**src/sv/rupsc_pkg.sv**
```systemverilog
// Shared types and constants for the rectangle-update prefix-sum counter.
`default_nettype none

package rupsc_pkg;

  // field widths
  localparam int CMD_W     = 2;
  localparam int COORD_W   = 6;
  localparam int AMT_W     = 16;
  localparam int CNT_W     = 13;
  localparam int DIM_CFG_W = 7;
  localparam int CFG_IDX_W = 1;

  // delta values and the wider accumulator of the shared adder
  localparam int DATA_W = 32;
  localparam int ACC_W  = 35;

  // command codes
  localparam logic [CMD_W-1:0] CMD_LOAD    = 2'd0;
  localparam logic [CMD_W-1:0] CMD_UPDATE  = 2'd1;
  localparam logic [CMD_W-1:0] CMD_COMPUTE = 2'd2;

  // configuration register indexes
  localparam logic [CFG_IDX_W-1:0] CFG_ROW_COUNT = 1'b0;
  localparam logic [CFG_IDX_W-1:0] CFG_COL_COUNT = 1'b1;

  localparam logic [DIM_CFG_W-1:0] DIM_RESET = 7'd64;

  typedef struct packed {
    logic [CMD_W-1:0]   command;
    logic [COORD_W-1:0] top_row;
    logic [COORD_W-1:0] left_col;
    logic [COORD_W-1:0] bottom_row;
    logic [COORD_W-1:0] right_col;
    logic [AMT_W-1:0]   amount;
    logic               is_repair;
  } in_item_t;

  typedef struct packed {
    logic [CNT_W-1:0] survivor_count;
    logic             range_error;
  } out_item_t;

endpackage

`default_nettype wire

```
**src/sv/rupsc_alu.sv**
```systemverilog
// Shared adder/subtractor with 32-bit signed saturation and a positive test.
`default_nettype none

module rupsc_alu (
  input  logic signed [rupsc_pkg::ACC_W-1:0]  op_a,
  input  logic signed [rupsc_pkg::ACC_W-1:0]  op_b,
  input  logic                                sub,
  output logic signed [rupsc_pkg::ACC_W-1:0]  sum,
  output logic signed [rupsc_pkg::DATA_W-1:0] sat,
  output logic                                pos
);

  localparam int AW = rupsc_pkg::ACC_W;
  localparam int DW = rupsc_pkg::DATA_W;

  localparam logic signed [AW-1:0] SAT_MAX = {{(AW-DW+1){1'b0}}, {(DW-1){1'b1}}};
  localparam logic signed [AW-1:0] SAT_MIN = {{(AW-DW+1){1'b1}}, {(DW-1){1'b0}}};

  // one add or subtract per cycle
  assign sum = sub ? (op_a - op_b) : (op_a + op_b);

  // clip to the signed 32-bit range
  always_comb begin
    if (sum > SAT_MAX) begin
      sat = SAT_MAX[DW-1:0];
    end else if (sum < SAT_MIN) begin
      sat = SAT_MIN[DW-1:0];
    end else begin
      sat = sum[DW-1:0];
    end
  end

  assign pos = !sum[AW-1] && (|sum);

endmodule

`default_nettype wire

```
**config.mk**
```make
export PLATFORM = sky130hd
export DESIGN_NAME = rupsc_alu
export DESIGN_NICKNAME = d
export VERILOG_FILES = /design/src/sv/rupsc_pkg.sv /design/src/sv/rupsc_alu.sv
export SDC_FILE = /design/constraint.sdc
export NUM_CORES = 1
export LEC_CHECK = 0
export BUFFER_PORTS_ARGS = -buffer_cell sky130_fd_sc_hd__buf_2
export CORE_ASPECT_RATIO = 0.9
export CORE_UTILIZATION = 45
export DETAILED_ROUTE_END_ITERATION = 16
export GPL_ROUTABILITY_DRIVEN = 1
export PLACE_DENSITY_LB_ADDON = 0.12
export SYNTH_ARGS = -nofsm -noshare
export SYNTH_HDL_FRONTEND = slang
export SYNTH_SLANG_ARGS = --single-unit
```
**constraint.sdc**
```tcl
create_clock -name vclk -period 9.9
set_input_delay 1.98 -clock vclk [all_inputs]
set_output_delay 1.98 -clock vclk [all_outputs]
set_load 0.02 [all_outputs]
```
==> results.toml, run 1 <==
[run_status]
status = "finished clean"

[power]
switching_share = 0.666
clock_power_share = 0
comb_power_share = 1.000
power_density_mw_per_mm2 = 164
ir_drop_mv = 0.0701
p_int_w = 0.000219
p_leak_nw = 1.89
seqPwrFrac = 0
switchingPower_w = 0.000437

[synthesis]
yosysWarningCount = 0
synth_area_leaders = "ha_1, xnor2_1, a21oi_1"
syn_avg_cell_area_um2 = 6.65
syn_area_mm2 = 0.00327
synth_nets = 598
synth-seq-area-share = 0
synth_top_area_cell = "ha_1"
syn_inst = 491
synth_top_area_frac = 0.134
ys_types = 57

[sta]
clock.fmax_mhz = 107
tightest_slew_ps = 1280
fin_hold_ws_ps = 4450
finalHoldViolCount = 0
final_max_slew_viol_count = 0
relSlewSlack = 0.140
setup_violations = 0
rsz0062_at_grt = "no"
setup_tns_ps = 0
worst_slack_ps = 551
fin_crit_ps = 9350
period_share = 0.944

[worst_setup_path]
crit_type = "in2out"
critical_path_peak_fanout = 12
worst_ep_arrival_time_ps = 7370
crit_path_end_kind = "output port"
cp-start-kind = "input port"
worstPathRequired_ps = 7920

[die]
num_rows = 29
start_util = 0.464
die_w_um = 91.8
die_h_um = 82.8
core-area_mm2 = 0.00704
ios = 139
die_area_mm2 = 0.00760

[grt]
grt_pass1_vias = 3602
grt-ovfl-total = 0
grt_pass1_wl_mm = 17.2
grt.total_usage = 0.265
grt_max_degree = 37
antenna_found_initial = 0

[placed_design]
pre_cts_ws_ps = 430
place.gp.congestion = 0.871
port_buffers = 139
hpwl_mm = 8.99

[routing]
drc = 0
dr.pass1.iters = 4
vias = 4072
drtIter0Drc = 239
ant_nets = 0
viasPerCell = 5.77
wl_per_cell_um = 15.1
wirelength_mm = 10.6

[final_layout]
final_nets = 722
multiInputGateArea_mm2 = 0.00304
syn2layout_area_growth_pct = 22.7
nClkBuffers = 0
fin_util = 0.569
fillers = 715
design.seq.count = 0
drive_above_1_share = 0.282
regArea_um2 = 0
antenna_cells = 0

[clock_tree]
cts_setup_buffers = 0
cts-hold-fix-buffers = 0
cts_resized = 0

[run]
maxCapViolations = 0

[worst_hold_path]
hold_class = "in2out"
[worst max-delay path, cell delays in order]
cell and delay, ps:
buf_2 130, or4_1 550, or3_1 420, nor4_2 470, and2_1 270, nor2_1 70
xnor2_1 150, ha_1 380, a21o_1 230, a21o_1 190, a32o_1 190, nor3_1 320
a21oi_1 170, nor2_1 150, xnor2_1 250, o31ai_2 1140, o21ai_2 100, buf_2 210
[per-stage QoR]
step | total power, W | std cells | instance area (um2)
after floorplan | 0.000460 | 491 | 3270
after global routing | 0.000705 | 706 | 4010
final | 0.000656 | 706 | 4010
after detailed placement | 0.000643 | 705 | 3990
after global placement | 0.000636 | 705 | 3990
after CTS | 0.000645 | 705 | 3990
[final cells by class]
cell class,instances,share of cell area
Multi-Input combinational cell,433,0.758
Timing Repair Buffer,140,0.175
Inverter,40,0.0375
Tap cell,93,0.0290
[kinds of logic (layout without fill, tap and decap cells)]
| family | count (synthesis) | after routing | share of synthesized area |
|---|---|---|---|
| AO/OA/AOI/OAI | 181 | 182 | 0.373 |
| AND/OR/NAND/NOR | 154 | 154 | 0.246 |
| XOR/XNOR | 60 | 60 | 0.161 |
| buffers and inverters | 59 | 180 | 0.0774 |
| adder cells (fa/ha/maj) | 36 | 36 | 0.140 |
| multiplexers | 1 | 1 | 0.00307 |
[worst paths after layout]
| kind | start | end | slack (ps) | cells past startpoint |
|---|---|---|---|---|
| setup / recovery | op_b[0] | sat[24] | 550 | 18 |
| hold / removal | op_a[1] | sum[1] | 4450 | 3 |
[cells in the mapped netlist, drive strengths merged, types with 2 or more instances]
| cell type | instances |
|---|---|
| a21oi | 56 |
| o21ai | 51 |
| inv | 40 |
| nor2 | 38 |
| xnor2 | 37 |
| ha | 35 |
| nand2 | 30 |
| xor2 | 23 |
| nor3 | 19 |
| a21o | 16 |
| clkbuf | 14 |
| nor4 | 13 |
| nand4 | 11 |
| or3 | 10 |
| nand3 | 8 |
| o211ai | 7 |
| a211oi | 6 |
| a31oi | 6 |
| o2bb2ai | 6 |
| and2 | 5 |
| buf | 5 |
| o21bai | 5 |
| o31ai | 5 |
| and3 | 4 |
| o2111ai | 4 |
| or4 | 4 |
| a211o | 3 |
| a21boi | 3 |
| and4 | 3 |
| a2111oi | 2 |
| a31o | 2 |
| a32o | 2 |
| nand2b | 2 |
| nor4b | 2 |
| o31a | 2 |
[power by group through the flow]
| stage | clock, W | sequential, W | combinational [W] |
|---|---|---|---|
| 2_1_floorplan | 0 | 0 | 0.000460 |
| 3_3_place_gp | 0 | 0 | 0.000636 |
| 3_5_place_dp | 0 | 0 | 0.000643 |
| 4_1_cts | 0 | 0 | 0.000645 |
| 5_1_grt | 0 | 0 | 0.000705 |
| 6_report | 0 | 0 | 0.000656 |
[cell usage in the layout (no fill, tap or decap), drive strengths merged, types with 2 or more instances in the layout]
cell / Yosys / routed
xor2: 23 / 23
inv: 40 / 40
a211o: 3 / 3
nor4: 13 / 13
a31o: 2 / 2
nand2: 30 / 30
or3: 10 / 10
nor3: 19 / 19
nand4: 11 / 11
nand2b: 2 / 2
buf: 5 / 140
o2111ai: 4 / 4
o2bb2ai: 6 / 6
a21oi: 56 / 56
o211ai: 7 / 7
nor4b: 2 / 2
and2: 5 / 5
a31oi: 6 / 6
and4: 3 / 3
o21bai: 5 / 5
o31ai: 5 / 6
o21ai: 51 / 51
xnor2: 37 / 37
a21o: 16 / 16
o31a: 2 / 2
ha: 35 / 35
or4: 4 / 4
a2111oi: 2 / 2
nand3: 8 / 8
and3: 4 / 4
a32o: 2 / 2
a21boi: 3 / 3
nor2: 38 / 38
a211oi: 6 / 6
[routing by layer]
metal / up-vias / share of wire / wire, um / global-route usage
met5: - / 0 / 0 / 0
met4: 0 / 0.0048 / 51 / 0.0142
met3: 2 / 0.066 / 702 / 0.00458
met2: 152 / 0.41 / 4400 / 0.414
met1: 1847 / 0.52 / 5480 / 0.420
li1: 2071 / - / - / -
(Power assumes the default switching activity.)
==> inputs of run 2 (changes only) <==
- MAX_ROUTING_LAYER: unset -> met4
==> run 2 against run 1 <==
Via count is 2.3% lower. Sequential cell count stayed put. Non-clock buffer count grew 1. Highest routed layer is now met3. Count of clock-buffer cells in the layout unchanged.
==> results.toml, run 2 (same netlist as run 1, synthesis figures left out) <==
[sta]
setup_violations = 0
finalHoldViolCount = 0
setup_tns_ps = 0
period_share = 0.951
tightest_slew_ps = 1270
clock.fmax_mhz = 106
fin_crit_ps = 9420
rsz0062_at_grt = "no"
final_max_slew_viol_count = 0
worst_slack_ps = 482
relSlewSlack = 0.154

[die]
core-area_mm2 = 0.00704
die_w_um = 91.8
die_h_um = 82.8
die_area_mm2 = 0.00760
ios = 139
start_util = 0.464
num_rows = 29

[grt]
grt-ovfl-total = 0
grt_pass1_wl_mm = 17.0
grt_pass1_vias = 3538
antenna_found_initial = 0
grt_max_degree = 37
grt.total_usage = 0.269

[final_layout]
drive_above_1_share = 0.281
regArea_um2 = 0
layout_common_cells = "buf_2, a21oi_1, inv_1, nor2_1, xnor2_1"
fillers = 751
antenna_cells = 0
syn2layout_area_growth_pct = 22.5
final_cell_count_no_fill = 706
final_nets = 722
design.seq.count = 0
nClkBuffers = 0
final_common_cell = "buf_2"
stdcell_area_mm2 = 0.00400

[clock_tree]
cts_resized = 0
cts_setup_buffers = 0
cts-hold-fix-buffers = 0

[worst_setup_path]
path_cells = "buf_2 -> or4_1 -> or3_1 -> nor4_2 -> and2_1 -> nor2_1 -> xnor2_1 -> ha_1 -> nand2_1 -> o21ai_0 -> a2111oi_0 -> nor2_1 -> o31ai_1 -> a21oi_1 -> o31ai_4 -> o21ai_0 -> buf_2"
worstPathRequired_ps = 7920
slowest_stage = "o31ai_4"
crit_path_max_incr_delay_ps = 1120
worst_ep_arrival_time_ps = 7440
crit_type = "in2out"
cp-start-kind = "input port"
critical_path_peak_fanout = 25
crit_path_end_kind = "output port"

[placed_design]
pre_cts_ws_ps = 526
port_buffers = 139
place.gp.congestion = 0.882
dp_cells = 706
place_area_mm2 = 0.00400
hpwl_mm = 8.94

[run_status]
status = "finished clean"

[routing]
dr.pass1.iters = 5
viasPerCell = 5.64
wirelength_mm = 10.3
wl_per_cell_um = 14.6
drc = 0
ant_nets = 0
vias = 3979
drtIter0Drc = 233

[run]
maxCapViolations = 0

[worst_hold_path]
hold_depth = 3
hold_class = "in2out"

[power]
p_leak_nw = 1.89
ir_drop_mv = 0.0822
power_density_mw_per_mm2 = 162
-- run 2: changes by cell type in the layout (fill, tap and decap cells not counted) --
cell,change
a21oi_2,-1
o31ai_2,-1
a21oi_1,+1
buf_4,+1
-- run 2: layout make-up --
| type | instances | area [um2] | area share |
|---|---|---|---|
| repair buffers | 141 | 711 | 0.178 |
| multi-input cells | 432 | 3020 | 0.756 |
| well taps | 93 | 116 | 0.0291 |
| inverters | 40 | 150 | 0.0375 |
-- run 2: critical path, delay by kind of cell --
kind | cells | cell delay, ps
AOI/OAI and AO/OA | 6 | 2540
xor gates and xnor gates | 1 | 150
adders and majority gates | 1 | 370
buffers and inverters | 2 | 350
and+or+nand+nor | 7 | 2010
-- run 2: worst paths after layout --
kind                     from  endpoint
worst max-delay path  op_b[0]    sat[2]
worst min-delay path  op_a[1]    sum[1]
-- run 2: routing by layer --
metal / track usage / vias to the layer above / wire length [um]
li1: - / 2059 / -
met1: 0.418 / 1778 / 5580
met2: 0.409 / 142 / 4140
met3: 0.00641 / 0 / 600
met4: 0 / 0 / 0
met5: - / - / 0
-- run 2: where the power goes --
part / internal [W] / switching, W / leakage [nW]
Combinational: 0.000219 / 0.000428 / 1.89
Clock: 0 / 0 / 0
Sequential: 0 / 0 / 0
Total: 0.000219 / 0.000428 / 1.89
-- run 2: through the flow --
stage          hold WS, ps   util  power, W
2_1_floorplan         4180      -  0.000460
6_report              4410  0.568  0.000646
4_1_cts               4420  0.568  0.000645
3_5_place_dp          4420  0.568  0.000644
5_1_grt               4440  0.568  0.000702
3_3_place_gp          4410  0.568  0.000637
