**src/sv/rupsc_pkg.sv**
```systemverilog
// Shared types and constants for the rectangle-update prefix-sum counter.
`default_nettype none

package rupsc_pkg;

  // field widths
  localparam int CMD_W     = 2;
  localparam int COORD_W   = 6;
  localparam int AMT_W     = 16;
  localparam int CNT_W     = 13;
  localparam int DIM_CFG_W = 7;
  localparam int CFG_IDX_W = 1;

  // delta values and the wider accumulator of the shared adder
  localparam int DATA_W = 32;
  localparam int ACC_W  = 35;

  // command codes
  localparam logic [CMD_W-1:0] CMD_LOAD    = 2'd0;
  localparam logic [CMD_W-1:0] CMD_UPDATE  = 2'd1;
  localparam logic [CMD_W-1:0] CMD_COMPUTE = 2'd2;

  // configuration register indexes
  localparam logic [CFG_IDX_W-1:0] CFG_ROW_COUNT = 1'b0;
  localparam logic [CFG_IDX_W-1:0] CFG_COL_COUNT = 1'b1;

  localparam logic [DIM_CFG_W-1:0] DIM_RESET = 7'd64;

  typedef struct packed {
    logic [CMD_W-1:0]   command;
    logic [COORD_W-1:0] top_row;
    logic [COORD_W-1:0] left_col;
    logic [COORD_W-1:0] bottom_row;
    logic [COORD_W-1:0] right_col;
    logic [AMT_W-1:0]   amount;
    logic               is_repair;
  } in_item_t;

  typedef struct packed {
    logic [CNT_W-1:0] survivor_count;
    logic             range_error;
  } out_item_t;

endpackage

`default_nettype wire

```
**src/sv/rupsc_cfg.sv**
```systemverilog
// Row and column count registers with clamping to the usable grid.
`default_nettype none

module rupsc_cfg #(
  parameter int MAX_ROWS = 64,
  parameter int MAX_COLS = 64,
  parameter int DIM_W    = 7
) (
  input  logic                                 clk,
  input  logic                                 rst_n,
  input  logic                                 cfg_we,
  input  logic [rupsc_pkg::CFG_IDX_W-1:0]      cfg_index,
  input  logic [rupsc_pkg::DIM_CFG_W-1:0]      cfg_data,
  output logic [DIM_W-1:0]                     rows_eff,
  output logic [DIM_W-1:0]                     cols_eff
);

  logic [rupsc_pkg::DIM_CFG_W-1:0] row_count_r;
  logic [rupsc_pkg::DIM_CFG_W-1:0] col_count_r;
  logic [DIM_W-1:0]                row_ext;
  logic [DIM_W-1:0]                col_ext;

  // register writes
  always_ff @(posedge clk) begin
    if (!rst_n) begin
      row_count_r <= rupsc_pkg::DIM_RESET;
      col_count_r <= rupsc_pkg::DIM_RESET;
    end else if (cfg_we) begin
      unique case (cfg_index)
        rupsc_pkg::CFG_ROW_COUNT: row_count_r <= cfg_data;
        rupsc_pkg::CFG_COL_COUNT: col_count_r <= cfg_data;
        default: ;
      endcase
    end
  end

  // zero acts as one, anything above the maximum acts as the maximum
  assign row_ext = DIM_W'(row_count_r);
  assign col_ext = DIM_W'(col_count_r);

  always_comb begin
    if (row_count_r == '0) begin
      rows_eff = DIM_W'(1);
    end else if (row_ext > DIM_W'(MAX_ROWS)) begin
      rows_eff = DIM_W'(MAX_ROWS);
    end else begin
      rows_eff = row_ext;
    end
    if (col_count_r == '0) begin
      cols_eff = DIM_W'(1);
    end else if (col_ext > DIM_W'(MAX_COLS)) begin
      cols_eff = DIM_W'(MAX_COLS);
    end else begin
      cols_eff = col_ext;
    end
  end

endmodule

`default_nettype wire

```
**config.mk**
```make
export PLATFORM = sky130hd
export DESIGN_NAME = rupsc_cfg
export DESIGN_NICKNAME = d
export VERILOG_FILES = /design/src/sv/rupsc_pkg.sv /design/src/sv/rupsc_cfg.sv
export SDC_FILE = /design/constraint.sdc
export NUM_CORES = 1
export LEC_CHECK = 0
export ABC_AREA = 1
export BUFFER_PORTS_ARGS = -buffer_cell sky130_fd_sc_hd__clkbuf_2
export CAP_MARGIN = 20
export CORE_UTILIZATION = 48
export DETAILED_ROUTE_END_ITERATION = 8
export PLACE_DENSITY = 0.81
export SYNTH_ARGS = -nofsm -noshare
export SYNTH_HDL_FRONTEND = slang
export SYNTH_SLANG_ARGS = --single-unit
```
**constraint.sdc**
```tcl
create_clock -name clk -period 1.8 [get_ports clk]
set_input_delay 0.36 -clock clk [delete_from_list [all_inputs] [get_ports clk]]
set_output_delay 0.36 -clock clk [all_outputs]
set_load 0.005 [all_outputs]
```
==> results.ini, run 1 <==
[cts]
cts_inserted_buffers = 3
cts_sinks = 14
cts-htree-levels = 1
cts_resized = 0
clk_latency_ns = 0.27
tritoncts = built
cts_hold_buf = 0
root_buffer = clkbuf_4
cts_setup_buffers = 0
clkTransAtPathRegs_ns = 0.08
cts_buffer_depth = 2

[worst_setup_path]
cp_max_fo = 4
cp_slowest_cell = dfxtp_1
crit_family = simple AND/OR/NAND/NOR gates
cp_data_required_time_ns = 1.44
path_cells = nor2_1 -> nand3_1 -> nand2_1 -> inv_2 -> nor2_1 -> clkbuf_2
cp-start-kind = register
slowest_delay_ns = 0.32
cp_num_buf_inv = 2
crit_path_end_kind = output pin
crit_path_frequent_cell = nor2_1
critPathKind = register to output pin
crit_arrival_ns = 1.19

[timing]
fin_worst_skew_ns = 0
whs_ns = 0.303
hold_viol_final = 0
fin_crit_ns = 1.55
period_share = 0.863
rsz0062_at_grt = no
tightest_slew_ns = 0.375
setup_tns_ns = 0
slew_headroom = 0.750
max_freq_mhz = 644
drv_slew = 0
setup_viol = 0
worst_slack_ns = 0.247

[floorplanning]
die_h_um = 38.3
fp.coreArea_um2 = 1170
ioPinCount = 25
dieArea_um2 = 1470
start_util = 0.541
die_w_um = 38.3
rows = 12

[global_routing]
grt_pass1_wl_um = 2080
gr-total-overflow = 0
grt_pass1_vias = 512
antenna_found_initial = 0
grt_usage = 0.212
grt_max_degree = 15

[power_and_ir_drop]
pwr-share-seq = 0.558
irDropWorstVdd_mv = 0.519
combinationalPowerShare = 0.163
p_leak_uw = 0.000380
cellInternalPower_uw = 450
p_sw_uw = 168
power_uw = 617
clkPwrFrac = 0.279
swShare = 0.271
power_density_nw_per_um2 = 817

[run_status]
outcome = finished clean

[synth]
synthMuxAreaShare = 0
synthAdderAreaFrac = 0
syn-num-nets = 103
synth_xor_area_frac = 0
syn_avg_cell_area_um2 = 6.88
syn_inst = 92
syn_area_um2 = 633
synth.distinct_cells = 15
synth_compound_area_frac = 0.194
ys_seq_area_frac = 0.443
ys_ff_latch = 14
yosysWarnings = 0
synth_top_family_by_area = simple AND/OR/NAND/NOR gates
synth-simple-area-share = 0.215

[placement]
gp_congestion = 0.748
dp_slack_ns = 0.547
io_buffers = 24
dp.final_hpwl_um = 936

[layout]
drive_above_1_share = 0.254
diodes = 0
area_growth_pct = 19.4
nFillCells = 109
nets = 127
multiInputGateArea_um2 = 259
utilization = 0.645
ff_latch_area_um2 = 280

[routing]
initialDrtViolationCount = 16
ant_nets = 0
vias = 625
via_per_inst = 4.88
drcViolationCount = 0
routedWlPerCell_um = 9.73
routed_wl_um = 1250
dr.pass1.iters = 4

[flow_run]
maxCapViolCount = 0

[min_path]
worstHoldPathType = input pin to register

## path summary, 6_finish.rpt
path / start / end / slack (ns) / cells past startpoint
worst max register to register: row_count_r[6]$_SDFFE_PN1P_ / row_count_r[6]$_SDFFE_PN1P_ / 1.00 / 2
worst min-delay path: cfg_data[6] / col_count_r[6]$_SDFFE_PN1P_ / 0.30 / 3
worst max-delay path: col_count_r[2]$_SDFFE_PN0P_ / cols_eff[1] / 0.25 / 6
worst min register to register: col_count_r[3]$_SDFFE_PN0P_ / col_count_r[3]$_SDFFE_PN0P_ / 0.48 / 2
## cell type report
type	instances	area share
Clock buffer	3	0.0298
Tap cell	14	0.0232
Multi-Input combinational cell	58	0.343
Sequential cell	14	0.371
Inverter	15	0.0745
Timing Repair Buffer	24	0.159
## synthesized netlist by cell type
| master | count | area share |
|---|---|---|
| nor2_1 | 19 | 0.11 |
| dfxtp_1 | 14 | 0.44 |
| inv_1 | 14 | 0.083 |
| a21oi_1 | 10 | 0.079 |
| nand2_1 | 9 | 0.053 |
| o21ai_0 | 8 | 0.063 |
| o21ai_1 | 5 | 0.040 |
| nand3_1 | 4 | 0.032 |
| buf_6 | 2 | 0.036 |
| clkbuf_1 | 2 | 0.012 |
| buf_4 | 1 | 0.012 |
| inv_2 | 1 | 0.0059 |
| nand2_2 | 1 | 0.0099 |
| nor3_1 | 1 | 0.0079 |
| o211ai_1 | 1 | 0.012 |
## worst reg2reg max path, stage by stage, from the launching register on
cell,delay [ns]
dfxtp_1,0.45
inv_1,0.11
o211ai_1,0.17
## power groups by stage
stage               clock, uW  combinational, uW  sequential, uW
floorplan                   0               72.0             348
global placement            0               98.6             351
detailed placement          0                101             352
CTS                       177                102             345
global route              186                117             348
finish                    172                101             345
## cell families (layout without fill, tap and decap cells)
kind of cell | after synthesis | count (layout)
AOI/OAI and AO/OA | 24 | 24
DFF | 14 | 14
and+or+nand+nor | 34 | 34
buffers and inverters | 20 | 42
## state kept, by name, summed over array words and instances (netlist names)
| signal | flops |
|---|---|
| col_count_r | 7 |
| row_count_r | 7 |
## per-layer routing
metal  track usage  share of wire  up-vias
met1         0.269           0.49      265
li1              -              -      337
met2         0.318           0.44       19
met4         0.161          0.031        0
met5             0              0        -
met3        0.0349          0.040        4
## stage by stage
step	std cells	area [um^2]
2_1_floorplan	92	633
3_3_place_gp	125	733
3_5_place_dp	125	733
4_1_cts	128	756
5_1_grt	128	756
6_report	128	756
## placed cells by master, fill, tap and decap left out
| cell type | n |
|---|---|
| o211ai_1 | 1 |
| nor2_1 | 19 |
| nand2_2 | 1 |
| nor3_1 | 1 |
| clkbuf_2 | 24 |
| o21ai_1 | 5 |
| inv_1 | 14 |
| inv_2 | 1 |
| nand3_1 | 4 |
| a21oi_1 | 10 |
| clkbuf_4 | 3 |
| dfxtp_1 | 14 |
| nand2_1 | 9 |
| o21ai_0 | 8 |
Note: power is estimated with default switching activity, not from simulation.
==> run 2: changes to the inputs <==
CELL_PAD_IN_SITES_DETAIL_PLACEMENT = 1   (was unset)
CELL_PAD_IN_SITES_GLOBAL_PLACEMENT = 1   (was unset)
CORE_UTILIZATION = 33   (was 48)
==> run 2 against run 1 <==
Effect of this change: total power increased by 9.4%; non-clock buffer count stayed put; clock-buffer cell count rose by 1; sequential cell count unchanged; clock power rose by 31%; core utilization fell by 20 points; sequential share of layout area decreased by 1.3 points; routed wire length increased by 22%; maximum frequency down 2.3%; critical path depth down 2; largest power group unchanged; highest routed layer unchanged.
==> results.ini, run 2 (synthesis results as in run 1) <==
[power_and_ir_drop]
clkPwrFrac = 0.332
irDropWorstVdd_mv = 0.410
power_density_nw_per_um2 = 862
combinationalPowerShare = 0.157
p_leak_uw = 0.000387
p_sw_uw = 180
pwr-share-seq = 0.511
cellInternalPower_uw = 495
swShare = 0.267

[layout]
multiInputGateArea_um2 = 259
nFillCells = 254
drive_above_1_share = 0.261
final_common_cell = clkbuf_2
diodes = 0
nets = 127
layout.cells.non_filler = 140
ff_latch_area_um2 = 280
area_growth_pct = 23.7
largestRegisters = col_count_r x7, row_count_r x7
final_cell_mix = clkbuf_2, nor2_1, inv_1, dfxtp_1, a21oi_1

[floorplanning]
die_h_um = 45.8
rows = 15
ioPinCount = 25
dieArea_um2 = 2100
die_w_um = 45.8
fp.coreArea_um2 = 1760
start_util = 0.359

[cts]
cts_inserted_buffers = 3
root_buffer = clkbuf_4
cts-htree-levels = 1
cts_hold_buf = 0
clk_latency_ns = 0.27
cts_sinks = 14
tritoncts = built
cts_setup_buffers = 0
cts_buffer_depth = 2
cts_resized = 0
clkTransAtPathRegs_ns = 0.09

[timing]
slew_headroom = 0.739
rsz0062_at_grt = no
setup_tns_ns = 0
worst_slack_ns = 0.211
hold_viol_final = 0
tightest_slew_ns = 0.390
drv_slew = 0
max_freq_mhz = 629
whs_ns = 0.304
fin_crit_ns = 1.59
fin_worst_skew_ns = 0
period_share = 0.883
setup_viol = 0

[placement]
gp_congestion = 0.679
dp.final_hpwl_um = 1140
dp_slack_ns = 0.534
io_buffers = 24
placed_cells = 136

[global_routing]
grt_pass1_wl_um = 2520
gr-total-overflow = 0
grt_usage = 0.173
grt_pass1_vias = 611
grt_max_degree = 15
antenna_found_initial = 0

[routing]
dr.pass1.iters = 2
drcViolationCount = 0
vias = 656
via_per_inst = 4.69
routedWlPerCell_um = 10.9
routed_wl_um = 1520
ant_nets = 0
initialDrtViolationCount = 3

[worst_setup_path]
cp-start-kind = register
cp_data_required_time_ns = 1.44
critPathKind = register to output pin
crit_path_end_kind = output pin
crit_arrival_ns = 1.23
cp_max_fo = 7

[run_status]
outcome = finished clean

[min_path]
worstHoldPathType = input pin to register

[flow_run]
maxCapViolCount = 0

run 2: cell types whose count changed in the layout (fill, tap and decap cells not counted), sizes merged:
| cell | change |
|---|---|
| clkbuf | +1 |
run 2: layout make-up:
type | count | area share
Sequential cell | 14 | 0.358
Multi-Input combinational cell | 58 | 0.331
Timing Repair Buffer | 24 | 0.153
Inverter | 15 | 0.0719
Clock buffer | 4 | 0.0463
Tap cell | 25 | 0.0399
run 2: worst max-delay path: stages (launching register included):
cell	delay, ns
dfxtp_1	0.38
inv_1	0.12
nand2_1	0.07
o21ai_0	0.24
clkbuf_2	0.16
run 2: worst paths after layout:
check | start | to | slack [ns] | depth (start not counted)
worst max register to register | row_count_r[6]$_SDFFE_PN1P_ | row_count_r[6]$_SDFFE_PN1P_ | 1.01 | 2
worst min-delay path | cfg_data[6] | col_count_r[6]$_SDFFE_PN1P_ | 0.30 | 3
worst max-delay path | row_count_r[6]$_SDFFE_PN1P_ | rows_eff[0] | 0.21 | 4
worst min register to register | row_count_r[1]$_SDFFE_PN0P_ | row_count_r[1]$_SDFFE_PN0P_ | 0.48 | 2
run 2: stage by stage:
stage | total power [uW] | util | area, um^2
after floorplan | 420 | - | 633
after global placement | 452 | 0.423 | 747
after detailed placement | 457 | 0.423 | 747
after CTS | 683 | 0.444 | 783
after global routing | 714 | 0.444 | 783
final | 675 | 0.444 | 783
run 2: per-layer routing:
| metal | vias up | wire length (um) | track usage |
|---|---|---|---|
| met5 | - | 0 | 0 |
| met4 | 0 | 19 | 0.0882 |
| met3 | 2 | 51 | 0.0357 |
| met2 | 14 | 767 | 0.297 |
| met1 | 307 | 685 | 0.202 |
| li1 | 333 | - | - |
run 2: power by group through the flow:
stage,registers [uW],clock network [uW],logic [uW]
6_report,345,225,106
3_3_place_gp,351,0,100
5_1_grt,348,243,124
3_5_place_dp,353,0,104
4_1_cts,345,230,108
2_1_floorplan,348,0,72.0
